==> src/hdl/rhcc_pkg.sv <==
// ----------------------------------------------------------------------------
// rhcc_pkg: shared types and constants
// Transaction structs, fixed-point constants and the divider width of the
// RGB/HSV converter.
// ----------------------------------------------------------------------------
package rhcc_pkg;

	localparam int FRAC_BITS = 16;
	localparam logic [16:0] ONE_Q = 17'h10000;
	// Quotient bits produced by the restoring divider chain.
	localparam int QBITS = 17;
	// Divisor width (6*d fits in 11 bits).
	localparam int DBITS = 11;

	typedef enum logic {
		OP_RGB2HSV = 1'b0,
		OP_HSV2RGB = 1'b1
	} op_t;

	typedef struct packed {
		logic        opcode;
		logic [7:0]  red_in;
		logic [7:0]  green_in;
		logic [7:0]  blue_in;
		logic [15:0] hue_in;
		logic [16:0] sat_in;
		logic [16:0] val_in;
	} in_t;

	typedef struct packed {
		logic [7:0]  red_out;
		logic [7:0]  green_out;
		logic [7:0]  blue_out;
		logic [15:0] hue_out;
		logic [16:0] sat_out;
		logic [16:0] val_out;
	} out_t;

	// Two divisions travel in lockstep down the chain: saturation and hue.
	typedef struct packed {
		logic [DBITS+QBITS-1:0] rem;  // partial remainder, left-aligned numerator
		logic [QBITS-1:0]       quo;
	} div_lane_t;

	typedef struct packed {
		logic        vld;
		logic        opcode;
		logic        hue_zero;
		logic [16:0] val;
		logic [7:0]  sat_den;
		logic [DBITS-1:0] hue_den;
		div_lane_t   sat_d;
		div_lane_t   hue_d;
		logic [7:0]  red;
		logic [7:0]  green;
		logic [7:0]  blue;
	} cell_t;

	function automatic logic [7:0] to_byte(input logic [16:0] x);
		logic [24:0] c;
		c = ({8'd0, x} << 8) - {8'd0, x};
		return (c[24:16] > 9'd255) ? 8'd255 : c[23:16];
	endfunction

endpackage

==> src/hdl/rhcc_div_cell.sv <==
// ----------------------------------------------------------------------------
// rhcc_div_cell: one restoring division step
// Retires one quotient bit of both the saturation and hue divisions and
// hands the transaction to the next cell.
// ----------------------------------------------------------------------------
module rhcc_div_cell (
	input  logic            clk,
	input  logic            arst_n,
	input  rhcc_pkg::cell_t d,
	output rhcc_pkg::cell_t q
);

	localparam int SH = rhcc_pkg::QBITS - 1;

	function automatic rhcc_pkg::div_lane_t step(input rhcc_pkg::div_lane_t l,
		input logic [rhcc_pkg::DBITS-1:0] den);
		rhcc_pkg::div_lane_t o;
		logic [rhcc_pkg::DBITS+1:0] top;
		logic [rhcc_pkg::DBITS+1:0] diff;
		top = {1'b0, l.rem[rhcc_pkg::DBITS+rhcc_pkg::QBITS-1:SH]};
		diff = top - {2'b00, den};
		o = l;
		if (!diff[rhcc_pkg::DBITS+1]) begin
			o.rem[rhcc_pkg::DBITS+rhcc_pkg::QBITS-1:SH] = diff[rhcc_pkg::DBITS:0];
			o.quo = {l.quo[rhcc_pkg::QBITS-2:0], 1'b1};
		end else begin
			o.quo = {l.quo[rhcc_pkg::QBITS-2:0], 1'b0};
		end
		o.rem = {o.rem[rhcc_pkg::DBITS+rhcc_pkg::QBITS-2:0], 1'b0};
		return o;
	endfunction

	rhcc_pkg::cell_t nxt;
	rhcc_pkg::cell_t dat_q;
	logic            vld_q;

	always_comb begin
		nxt = d;
		nxt.sat_d = step(d.sat_d, {3'd0, d.sat_den});
		nxt.hue_d = step(d.hue_d, d.hue_den);
	end

	always_ff @(posedge clk or negedge arst_n) begin
		if (!arst_n) begin
			vld_q <= 1'b0;
		end else begin
			vld_q <= d.vld;
		end
	end

	always_ff @(posedge clk) begin
		dat_q <= nxt;
	end

	always_comb begin
		q     = dat_q;
		q.vld = vld_q;
	end

endmodule

==> config.mk <==
export PLATFORM = sky130hd
export DESIGN_NAME = rhcc_div_cell
export DESIGN_NICKNAME = d
export VERILOG_FILES = /design/src/hdl/rhcc_pkg.sv /design/src/hdl/rhcc_div_cell.sv
export SDC_FILE = /design/constraint.sdc
export NUM_CORES = 1
export LEC_CHECK = 0
export BUFFER_PORTS_ARGS = -buffer_cell sky130_fd_sc_hd__buf_4
export CAP_MARGIN = 15
export CORE_AREA = 2 2 121 123
export CTS_BUF_LIST = sky130_fd_sc_hd__clkbuf_4
export DETAILED_ROUTE_END_ITERATION = 8
export DIE_AREA = 0 0 123 125
export HOLD_SLACK_MARGIN = 0.03
export SLEW_MARGIN = 30
export SYNTH_ARGS = -nofsm -noshare
export SYNTH_HDL_FRONTEND = slang
export SYNTH_SLANG_ARGS = --single-unit
==> constraint.sdc <==
create_clock -name clk -period 0.8 [get_ports clk]
set_input_delay 0.04 -clock clk [delete_from_list [all_inputs] [get_ports clk]]
set_output_delay 0.04 -clock clk [all_outputs]
set_load 0.05 [all_outputs]
; ---- Yosys cells after proc, flatten, opt, wreduce, memory -nomap -nowiden
; Cells that the tools add are included.
[totals]
ff_bits = 151
in_bits = 155
out_inout_bits = 153
elab_cells = 19
[op_classes]
n_addsub = 2
mux = 4
[ops]
columns = operator, n
row1 = 2-to-1 mux 11 bit, 2
row2 = subtractor 12 x 11 -> 13 bit, 1
row3 = subtractor 12 x 8 -> 13 bit, 1
row4 = 2-to-1 mux 1 bit, 2

; ---- Longest topological paths before layout
[logic_depth]
word_depth = 2
mapped_depth = 10
mapped_depth_nobuf = 9

; ---- Worst setup path before layout
; No wires, ideal clock.
[synth_timing]
path_type = input-to-reg
start = input port d[57] (netlist name)
end = register dat_q (netlist bit q[61])
setup_ns = 0.121
t_arrival_ns = 1.932
required_ns = 0.679
path_slack_ns = -1.253
stages = 10
path_buffers = 1
path_cell_list = inv_1 -> ha_1 -> fa_1 -> nand2b_1 -> a211o_1 -> a21oi_2 -> nor2_1 -> o21bai_4 -> buf_12 -> mux2_4
[synth_rtl]
columns = item, line
row1 = "start, declared", rhcc_div_cell.sv:9  ; input rhcc_pkg::cell_t d,
row2 = "end signal, assigned", rhcc_div_cell.sv:52  ; dat_q <= nxt;
row3 = "end, declared", rhcc_div_cell.sv:34  ; rhcc_pkg::cell_t dat_q;

==> impl_metrics.json <==
{
  "antenna_found_initial": 2,
  "wl_mm": 19.33,
  "drv_slew": 0,
  "arrival_ns": 1.91,
  "first_pass_iters": 4,
  "max-cap-violations": 0,
  "ys_seq_area_frac": 0.7064,
  "ys_types": 40,
  "area_growth_pct": 144.1,
  "grt_pass1_vias": 4856,
  "clock_path_buffers": 2,
  "cts_sinks": 151,
  "fin_hold_ws_ns": -0.3965,
  "postSynthCellCount": 309,
  "hp-class": "input pin to flip-flop",
  "maxSlewHeadroom": 0.6688,
  "cts_htree_levels": 4,
  "synth_edf_count": 0,
  "outcome": "finished with violations",
  "ys.flop_type": "dfxtp_1",
  "p_seq_frac": 0.428,
  "clkPwrFrac": 0.250,
  "setup-violations-final": 175,
  "violations": "hold timing, setup timing",
  "syn_avg_cell_area_um2": 13.87,
  "avgRoutedWirePerCell_um": 18.75,
  "grt_pass1_wl_mm": 26.65,
  "end_kind": "flip-flop",
  "p_per_area_nw_per_um2": 1920,
  "clk_pin_slew_ns": 0.13,
  "post-route-worst-setup-slack_ns": -0.6878,
  "cts_root_buffer": "clkbuf_4",
  "grt_usage": 0.2326,
  "fin_crit_ns": 1.488,
  "crit_fanout": 3,
  "std_cell_rows": 44,
  "power.leakage_nw": 4.891,
  "worst_slew_pin_slew_ns": 0.4906,
  "viasPerCell": 4.271,
  "fillCellCount": 863,
  "p_int_mw": 13.37,
  "drc": 0,
  "dp_hpwl_mm": 10.80,
  "p_comb_frac": 0.322,
  "ir_drop_v": 0.001238,
  "power.total_mw": 20.09,
  "synth_warnings": 0,
  "synth-async-reset-ratio": 0.006623,
  "drtIter0Drc": 172,
  "grt_max_degree": 17,
  "finalCritPeriodShare": 1.860,
  "hold_viol": 6,
  "die_w_um": 123,
  "start_kind": "input pin",
  "pin_count": 308,
  "p_switching_mw": 6.716,
  "synth-seq-cells": 151,
  "crit_path_end": "q[60]",
  "crit_type": "input pin to flip-flop",
  "rsz0062_at_grt": "true",
  "fmax_mhz": 672.1,
  "die_y_um": 125,
  "startpoint": "d[57]",
  "initial_core_util": 0.3018,
  "crit_required_ns": 1.23,
  "switching_share": 0.3344,
  "cts_tree": "built",
  "holdPathStages": 1,
  "core-area_um2": 14200,
  "synthesis.area_um2": 4287,
  "dieArea_um2": 15380,
  "antenna_left": 0,
  "io_buffers": 303,
  "grt-ovfl-total": 0,
  "via_count": 4403,
  "layout.nets": 1008,
  "layout-drive-gt1-share": 0.6888,
  "cts_made_buffers": 17,
  "finalCoreUtilization": 0.7366,
  "gp_congestion": 0.8245
}
==> cell type report <==
type / count / area, um2 / share of cell area
Sequential cell: 151 / 3216 / 0.3073
Tap cell: 184 / 230.2 / 0.02200
Antenna cell: 2 / 5.005 / 0.0004784
Multi-Input combinational cell: 132 / 1267 / 0.1211
Clock inverter: 15 / 163.9 / 0.01567
Inverter: 23 / 116.4 / 0.01112
Timing Repair Buffer: 507 / 5336 / 0.5100
Clock buffer: 17 / 127.6 / 0.01220
==> worst min-delay path by stage <==
stage / start / end / slack, ns
floorplan: arst_n / vld_q / -0.26
global placement: arst_n / vld_q / -0.18
CTS: d[114] / q[114] / -0.46
finish: d[125] / q[125] / -0.40
global route: d[125] / q[125] / -0.45
detailed placement: arst_n / vld_q / -0.18
==> state kept, by name, indices dropped and copies added (netlist names) <==
signal,cells
q,150
vld_q,1
==> stage by stage <==
stage          setup TNS [ns]  hold WS (ns)  instance area [um2]  cells  setup slack, ns
2_1_floorplan          -21.39       -0.2556                 4425    310           -1.152
6_report               -55.90       -0.3965                10460   1031          -0.6878
3_5_place_dp           -27.26       -0.1838                 7253    840           -1.370
5_1_grt                -67.99       -0.4550                10460   1031          -0.7065
4_1_cts                -62.24       -0.4556                10250   1022          -0.6331
3_3_place_gp           -26.67       -0.1847                 7253    840           -1.327
==> cells in the final DEF (no fill, tap or decap), types with 5 or more instances in the layout <==
| cell | instances |
|---|---|
| inv_1 | 18 |
| o21ai_0 | 6 |
| mux2_4 | 15 |
| ha_1 | 13 |
| buf_8 | 137 |
| dlygate4sd3_1 | 148 |
| xnor2_1 | 9 |
| dfxtp_2 | 150 |
| buf_6 | 25 |
| a21oi_1 | 11 |
| inv_6 | 7 |
| nand2_1 | 6 |
| nor2_1 | 12 |
| mux2i_1 | 5 |
| buf_4 | 194 |
| ha_4 | 5 |
| clkbuf_4 | 17 |
==> Yosys cell counts, drive strengths merged (2+ instances only) <==
library cell,number,area share
dfxtp,150,0.70
inv,23,0.020
ha,19,0.055
mux2,15,0.049
nor2,13,0.011
a21oi,12,0.015
o21ai,9,0.013
xnor2,9,0.018
nand2,8,0.0088
mux2i,5,0.012
a21o,4,0.0070
buf,4,0.0099
nand2b,4,0.0058
nor2b,4,0.0058
o21a,4,0.0088
nor3,3,0.0035
xor2,3,0.0061
a211o,2,0.0041
fa,2,0.0093
nand4b,2,0.0041
o21bai,2,0.0061
==> power groups by stage <==
stage	registers (mW)	logic, mW	clock network, mW
3_5_place_dp	8.41	4.91	0
2_1_floorplan	10.4	0.981	0
5_1_grt	8.65	6.72	5.47
6_report	8.60	6.47	5.01
4_1_cts	8.53	6.21	5.09
3_3_place_gp	8.40	4.88	0
==> timing repair <==
action / 4_1_cts / 5_1_grt
hold buffers: 144 / 5
gates resized for setup: 423 / 44
setup buffers: 6 / 5
gates cloned: 0 / 0
endpoints found under the hold margin: 151 / 13
pin swaps: 16 / 8
setup endpoints to repair: 175 / 175
==> cell families (layout without fill, tap and decap cells) <==
logic type,Yosys count,after routing,synth area share
AO/OA/AOI/OAI,39,39,0.06510
XOR/XNOR,12,12,0.02452
adder cells (fa/ha/maj),21,21,0.06480
buffers and inverters,27,562,0.03006
flip-flops,151,151,0.7064
multiplexers,20,20,0.06071
other,1,4,0.0008748
AND/OR/NAND/NOR,38,38,0.04758
==> metal layers <==
metal  wire [um]  GRT usage  vias to the layer above  part of all wire
li1            -          -                     2070                 -
met1        7022     0.2349                     2106              0.36
met2       10300     0.4231                      184              0.53
met3        1229    0.07117                       43             0.064
met4         775     0.1190                        0             0.040
met5           0          0                        -                 0
==> worst max-delay path: stages <==
cell and delay [ns]:
buf_8 0.09, inv_12 0.03, ha_4 0.15, fa_2 0.34
nand2b_4 0.15, a211o_1 0.29, a21oi_2 0.17, nor2_2 0.07
o21bai_4 0.15, buf_6 0.14, mux2_4 0.30
Power figures use the tool's default switching activity.
