[src/hdl/rhcc_pkg.sv]
// ----------------------------------------------------------------------------
// rhcc_pkg: shared types and constants
// Transaction structs, fixed-point constants and the divider width of the
// RGB/HSV converter.
// ----------------------------------------------------------------------------
package rhcc_pkg;

	localparam int FRAC_BITS = 16;
	localparam logic [16:0] ONE_Q = 17'h10000;
	// Quotient bits produced by the restoring divider chain.
	localparam int QBITS = 17;
	// Divisor width (6*d fits in 11 bits).
	localparam int DBITS = 11;

	typedef enum logic {
		OP_RGB2HSV = 1'b0,
		OP_HSV2RGB = 1'b1
	} op_t;

	typedef struct packed {
		logic        opcode;
		logic [7:0]  red_in;
		logic [7:0]  green_in;
		logic [7:0]  blue_in;
		logic [15:0] hue_in;
		logic [16:0] sat_in;
		logic [16:0] val_in;
	} in_t;

	typedef struct packed {
		logic [7:0]  red_out;
		logic [7:0]  green_out;
		logic [7:0]  blue_out;
		logic [15:0] hue_out;
		logic [16:0] sat_out;
		logic [16:0] val_out;
	} out_t;

	// Two divisions travel in lockstep down the chain: saturation and hue.
	typedef struct packed {
		logic [DBITS+QBITS-1:0] rem;  // partial remainder, left-aligned numerator
		logic [QBITS-1:0]       quo;
	} div_lane_t;

	typedef struct packed {
		logic        vld;
		logic        opcode;
		logic        hue_zero;
		logic [16:0] val;
		logic [7:0]  sat_den;
		logic [DBITS-1:0] hue_den;
		div_lane_t   sat_d;
		div_lane_t   hue_d;
		logic [7:0]  red;
		logic [7:0]  green;
		logic [7:0]  blue;
	} cell_t;

	function automatic logic [7:0] to_byte(input logic [16:0] x);
		logic [24:0] c;
		c = ({8'd0, x} << 8) - {8'd0, x};
		return (c[24:16] > 9'd255) ? 8'd255 : c[23:16];
	endfunction

endpackage

[src/hdl/rhcc_hsv2rgb.sv]
// ----------------------------------------------------------------------------
// rhcc_hsv2rgb: HSV to RGB datapath
// Four registered stages: sector split, s*f products, v products, bytes.
// ----------------------------------------------------------------------------
module rhcc_hsv2rgb (
	input  logic        clk,
	input  logic [15:0] hue,
	input  logic [16:0] sat,
	input  logic [16:0] val,
	output logic [7:0]  red,
	output logic [7:0]  green,
	output logic [7:0]  blue
);

	logic [16:0] s_c, v_c;
	logic [18:0] h6;

	logic [2:0]  sec_s1;
	logic [15:0] f_s1;
	logic [16:0] s_s1, v_s1;

	logic [2:0]  sec_s2;
	logic [16:0] v_s2, oms_s2, omsf_s2, omsnf_s2;
	logic [33:0] sf, snf;

	logic [2:0]  sec_s3;
	logic [16:0] v_s3, p_s3, q_s3, t_s3;
	logic [33:0] pp, qp, tp;

	logic [16:0] rr, gg, bb;

	assign s_c = (sat > rhcc_pkg::ONE_Q) ? rhcc_pkg::ONE_Q : sat;
	assign v_c = (val > rhcc_pkg::ONE_Q) ? rhcc_pkg::ONE_Q : val;
	assign h6  = ({3'd0, hue} << 2) + ({3'd0, hue} << 1);

	always_ff @(posedge clk) begin
		// zero saturation yields p=q=t=v, which gives gray through the same path
		sec_s1 <= h6[18:16];
		f_s1   <= h6[15:0];
		s_s1   <= s_c;
		v_s1   <= v_c;
	end

	assign sf  = s_s1 * {1'b0, f_s1};
	assign snf = s_s1 * (rhcc_pkg::ONE_Q - {1'b0, f_s1});

	always_ff @(posedge clk) begin
		sec_s2   <= sec_s1;
		v_s2     <= v_s1;
		oms_s2   <= rhcc_pkg::ONE_Q - s_s1;
		omsf_s2  <= rhcc_pkg::ONE_Q - sf[32:16];
		omsnf_s2 <= rhcc_pkg::ONE_Q - snf[32:16];
	end

	assign pp = v_s2 * oms_s2;
	assign qp = v_s2 * omsf_s2;
	assign tp = v_s2 * omsnf_s2;

	always_ff @(posedge clk) begin
		sec_s3 <= sec_s2;
		v_s3   <= v_s2;
		p_s3   <= pp[32:16];
		q_s3   <= qp[32:16];
		t_s3   <= tp[32:16];
	end

	always_comb begin
		unique case (sec_s3)
			3'd0:    begin rr = v_s3; gg = t_s3; bb = p_s3; end
			3'd1:    begin rr = q_s3; gg = v_s3; bb = p_s3; end
			3'd2:    begin rr = p_s3; gg = v_s3; bb = t_s3; end
			3'd3:    begin rr = p_s3; gg = q_s3; bb = v_s3; end
			3'd4:    begin rr = t_s3; gg = p_s3; bb = v_s3; end
			default: begin rr = v_s3; gg = p_s3; bb = q_s3; end
		endcase
	end

	always_ff @(posedge clk) begin
		red   <= rhcc_pkg::to_byte(rr);
		green <= rhcc_pkg::to_byte(gg);
		blue  <= rhcc_pkg::to_byte(bb);
	end

endmodule

[config.mk]
export PLATFORM = sky130hd
export DESIGN_NAME = rhcc_hsv2rgb
export DESIGN_NICKNAME = d
export VERILOG_FILES = /design/src/hdl/rhcc_pkg.sv /design/src/hdl/rhcc_hsv2rgb.sv
export SDC_FILE = /design/constraint.sdc
export NUM_CORES = 2
export LEC_CHECK = 0
export ABC_CLOCK_PERIOD_IN_PS = 8990
export BUFFER_PORTS_ARGS = -buffer_cell sky130_fd_sc_hd__buf_4
export CAP_MARGIN = 20
export CORE_MARGIN = 4
export CORE_UTILIZATION = 30
export CTS_CLUSTER_SIZE = 25
export DETAILED_ROUTE_END_ITERATION = 10
export SLEW_MARGIN = 40
export SYNTH_ARGS = -nofsm -noshare
export SYNTH_HDL_FRONTEND = slang
export SYNTH_SLANG_ARGS = --single-unit
[constraint.sdc]
create_clock -name clk -period 8.99 [get_ports clk]
set_input_delay 0.899 -clock clk [delete_from_list [all_inputs] [get_ports clk]]
set_output_delay 0.899 -clock clk [all_outputs]
set_load 0.01 [all_outputs]
# [Word level (Yosys, flattened, before mapping)]
# Cells that the tools add are included.
# W data, S select, Z words.
[op_classes] eq_ne=4 multipliers=5 mux=3 add_sub_neg=8 n_reduce_logical=5 n_lt_le_gt_ge=5
[ops] operator="$pmux W17 S3" count=3
[ops] operator="$mul A17 B17 Y33" count=3
[ops] operator="$sub A25 B17 Y25" count=3
[ops] operator="$sub A17 B17 Y17 const A" count=3
[ops] operator="$gt A17 B17 Y1 const B" count=2
[ops] operator="$mul A17 B16 Y33" count=1
[ops] operator="$mul A18 B18 Y33" count=1
[ops] operator="$gt A9 B8 Y1 const B" count=3
[ops] operator="$add A18 B17 Y19" count=1
[ops] operator="$sub A17 B16 Y18 const A" count=1
[ops] operator="$reduce_or A2 Y1" count=4
[ops] operator="$eq A3 B2 Y1 const B" count=2
[ops] operator="$eq A3 B1 Y1 const B" count=1
[ops] operator="$eq A3 B3 Y1 const B" count=1
[ops] operator="$logic_not A3 Y1" count=1
[word_totals] regBits=219

# [Depth between registers and ports, before layout]
[depth] ltp_word=5 mapped_depth=36

# [Worst setup path after synthesis]
# No wires, ideal clock.
[synth_timing] path_type="register -> register" from="register f_s1[6]" to="register omsnf_s2[13]" setup_time_ns=0.123 required_ns=8.867 synth_period_minus_slack_ns=7.892 path_slack_ns=1.098 t_arrival_ns=7.769 n_path_buf=3 stages_incl_launch_ff=30 path_cell_list="dfxtp_1 -> clkbuf_1 -> nor4_1 -> nor4b_1 -> nand2_1 -> xor2_1 -> clkbuf_1 -> nand2_1 -> fa_1 -> inv_1 -> fa_1 -> fa_1 -> fa_1 -> fa_1 -> inv_1 -> fa_1 -> inv_1 -> ha_1 -> clkbuf_1 -> o21a_1 -> o21ai_0 -> nand2_1 -> o2111ai_1 -> a31o_2 -> a221oi_2 -> nand4_2 -> or2_4 -> o311ai_1 -> a21oi_1 -> xor2_1"
[synth_via] elab_chain_len=3
[synth_rtl] item="from (decl)" line_no="rhcc_hsv2rgb.sv:19" text="logic [15:0] f_s1;"
[synth_rtl] item="from (signal assigned)" line_no="rhcc_hsv2rgb.sv:39" text="f_s1 <= h6[15:0];"
[synth_rtl] item="$sub A17 B16 Y18" line_no="rhcc_hsv2rgb.sv:45" text="assign snf = s_s1 * (rhcc_pkg::ONE_Q - {1'b0, f_s1});"
[synth_rtl] item="$mul A18 B18 Y33" line_no="rhcc_hsv2rgb.sv:45"
[synth_rtl] item="$sub A17 B17 Y17" line_no="rhcc_hsv2rgb.sv:52" text="omsnf_s2 <= rhcc_pkg::ONE_Q - snf[32:16];"
[synth_rtl] item="to (signal assigned)" line_no="rhcc_hsv2rgb.sv:52"
[synth_rtl] item="to (decl)" line_no="rhcc_hsv2rgb.sv:23" text="logic [16:0] v_s2, oms_s2, omsf_s2, omsnf_s2;"
# Every way passes these cells.
# A chain may end at the register's enable or synchronous reset.

# [Worst setup path in the final report]
# Ends and elaborated chain as after synthesis.

==> summary.txt <==
Outcome
  • Status: completed

Detailed routing
  • Initial drt markers: 2231
  • Final wirelength: 148000 um
  • Via density: 4.79
  • DR DRC count: 0
  • Vias: 39800
  • Wire length per cell: 17.8 um
  • Final ANT Viol Nets: 0
  • Drt pass-1 iters: 7

Logic synthesis
  • FFs w/ async S/R, synth: 0%
  • Distinct cells, synth: 88
  • Synthesized Nets: 7753
  • Synth Instances: 6056
  • Number of flops mapped to enable cells by yosys: 0
  • Syn. warnings: 0
  • Post-Synthesis Cell Area: 0.0536 mm^2
  • #FFs+latches synth: 218
  • Post-synthesis sequential area ratio: 8.15%
  • Synth Flop Type: dfxtp_1
  • Syn_area_per_cell: 8.85 um^2

Critical path
  • Max stage delay on crit path: 520 ps
  • Crit path max fanout: 9
  • Arr. time, crit path: 9020 ps
  • Most used cell, CP: fa_1
  • Worst EP required: 9480 ps
  • CP max-delay cell: fa_1
  • Setup Crit Path Kind: reg -> reg
  • Worst Setup End Kind: flip-flop
  • Worst setup SP type: flip-flop

Hold path
  • Min-Delay Path Class: reg -> reg

Cells and area
  • Commonest non-fill, non-tap cell in the layout: inv_1
  • Net total in the final layout: 7650
  • Most frequent cells in the layout: 1286 x inv_1, 1064 x fa_1, 961 x nand2_1, 582 x ha_1, 519 x and2_1
  • Fin util: 32.8%
  • Final Instance Area: 0.0580 mm^2
  • Area delta synth->final: 8.20%
  • Share of cells above drive strength 1: 5.71%

CTS
  • CTS Buffer Depth: 3
  • TritonCTS Buffers: 28
  • Hold_buf cts: 0
  • Clock latency on the worst-skew pair: 620 ps
  • Clock sink count: 218
  • Root buffer cell: clkbuf_16
  • Htree depth: 1
  • Worst-path clk slew: 60 ps
  • CTS tree: built

Global route
  • Vias in the first global route: 43400
  • First-pass GRT wire length: 239000 um
  • GRT Util Overall: 16.2%
  • Initial antenna violation count: 7
  • Largest net degree at the start of global routing: 97
  • Gr ovfl total: 0

Floorplanning
  • # IOs: 75
  • Die extent in x: 431 um
  • Die Footprint: 0.185 mm^2
  • Row count: 154
  • Starting Density: 30.3%
  • Die span in y: 431 um
  • Core region area: 0.177 mm^2

Flow run
  • Max-cap violations: 0

Place
  • I/O Buffers: 74
  • Post-DP HPWL: 116000 um
  • GPL Wtd Cong: 0.900
  • DP Area: 0.0568 mm^2

Timing
  • Setup TNS: 0 ps
  • Pin slew with the least headroom to its limit: 913 ps
  • RSZ-0062 raised after global routing: false
  • Slew Limit Fails: 0
  • Rel. slew slack: 39.0%
  • Tcrit/Tclk final: 94.9%
  • Final Hold Viols: 0
  • Setup Viol. Count Final: 0
  • Final min period: 8530 ps
  • Hold slack: 321 ps
  • Fmax: 117 MHz
  • Clock skew: 23.6 ps
[final timing paths]
kind              slack [ps]    start  cells after the start      endpoint
hold / removal           320  v_s1[2]                      0       v_s2[2]
setup / recovery         460  f_s1[6]                     29  omsnf_s2[13]
hold reg to reg          320  v_s1[2]                      0       v_s2[2]
setup reg to reg         460  f_s1[6]                     29  omsnf_s2[13]
[per-stage QoR]
stage	cells	worst slack [ps]
finish	8319	462
global route	8316	16.0
CTS	8314	549
detailed placement	8263	575
global placement	8262	750
floorplan	6056	1100
[per-layer routing]
| layer | up-vias | share of wire, % | global-route usage (%) |
|---|---|---|---|
| met5 | - | 0 | 0 |
| met4 | 0 | 3.5 | 5.26 |
| met3 | 235 | 6.4 | 1.87 |
| met2 | 1275 | 48 | 27.6 |
| met1 | 20300 | 42 | 21.3 |
| li1 | 18000 | - | - |
[sequential cells by signal (all words and copies together), names as in the netlist, 15 cells and up]
| signal | cells |
|---|---|
| v_s2 | 17 |
| omsf_s2 | 17 |
| v_s3 | 17 |
| p_s3 | 17 |
| omsnf_s2 | 17 |
| f_s1 | 15 |
| q_s3 | 17 |
| s_s1 | 17 |
| t_s3 | 17 |
| v_s1 | 17 |
| oms_s2 | 17 |
[area by class of cell]
cell class / count / area (um^2)
Timing Repair Buffer: 182 / 1460
Multi-Input combinational cell: 4236 / 43200
Clock buffer: 33 / 759
Antenna cell: 5 / 12.5
Sequential cell: 218 / 4430
Fill cell: 18400 / 119000
Inverter: 1287 / 4830
Tap cell: 2340 / 2930
Clock inverter: 18 / 309
[kinds of logic after synthesis]
group	after synthesis	share of synthesized area (%)
AND/OR/NAND/NOR	1870	16.9
adder cells (fa/ha/maj)	1646	53.3
buffers and inverters	1602	11.3
AO/OA/AOI/OAI	459	5.86
flip-flops	218	8.15
XOR/XNOR	179	2.93
multiplexers	82	1.58
[worst max-delay path: cells and delay by family, from the launching register on]
family | cells | cell delay (ps)
AO/OA/AOI/OAI | 6 | 1650
XOR/XNOR | 2 | 380
adder cells (fa/ha/maj) | 7 | 3240
buffers and inverters | 5 | 430
flip-flops | 1 | 320
AND/OR/NAND/NOR | 9 | 2380
[timing repair]
item,CTS,global route
setup endpoints to repair,0,1
setup buffers,0,0
gates resized for setup,0,2
[cell usage after synthesis (32+ instances only)]
library cell,instances,share of area (%)
dfxtp_1,218,8.1
o21a_1,32,0.45
and2_1,519,6.1
mux2i_1,63,1.2
ha_1,582,14
nand3_1,38,0.35
nor2b_1,58,0.68
fa_1,1064,40
a21o_1,41,0.57
clkbuf_1,284,2.0
nor2_1,103,0.72
xor2_1,52,0.85
a21oi_1,126,1.2
o21ai_0,76,0.71
xnor2_1,127,2.1
inv_1,1286,9.0
nand2_1,961,6.7
nor3_1,39,0.36
Power is left out: the tool's default activity adds up to more than one toggle a clock period on the data nets, which glitch-free logic cannot reach.
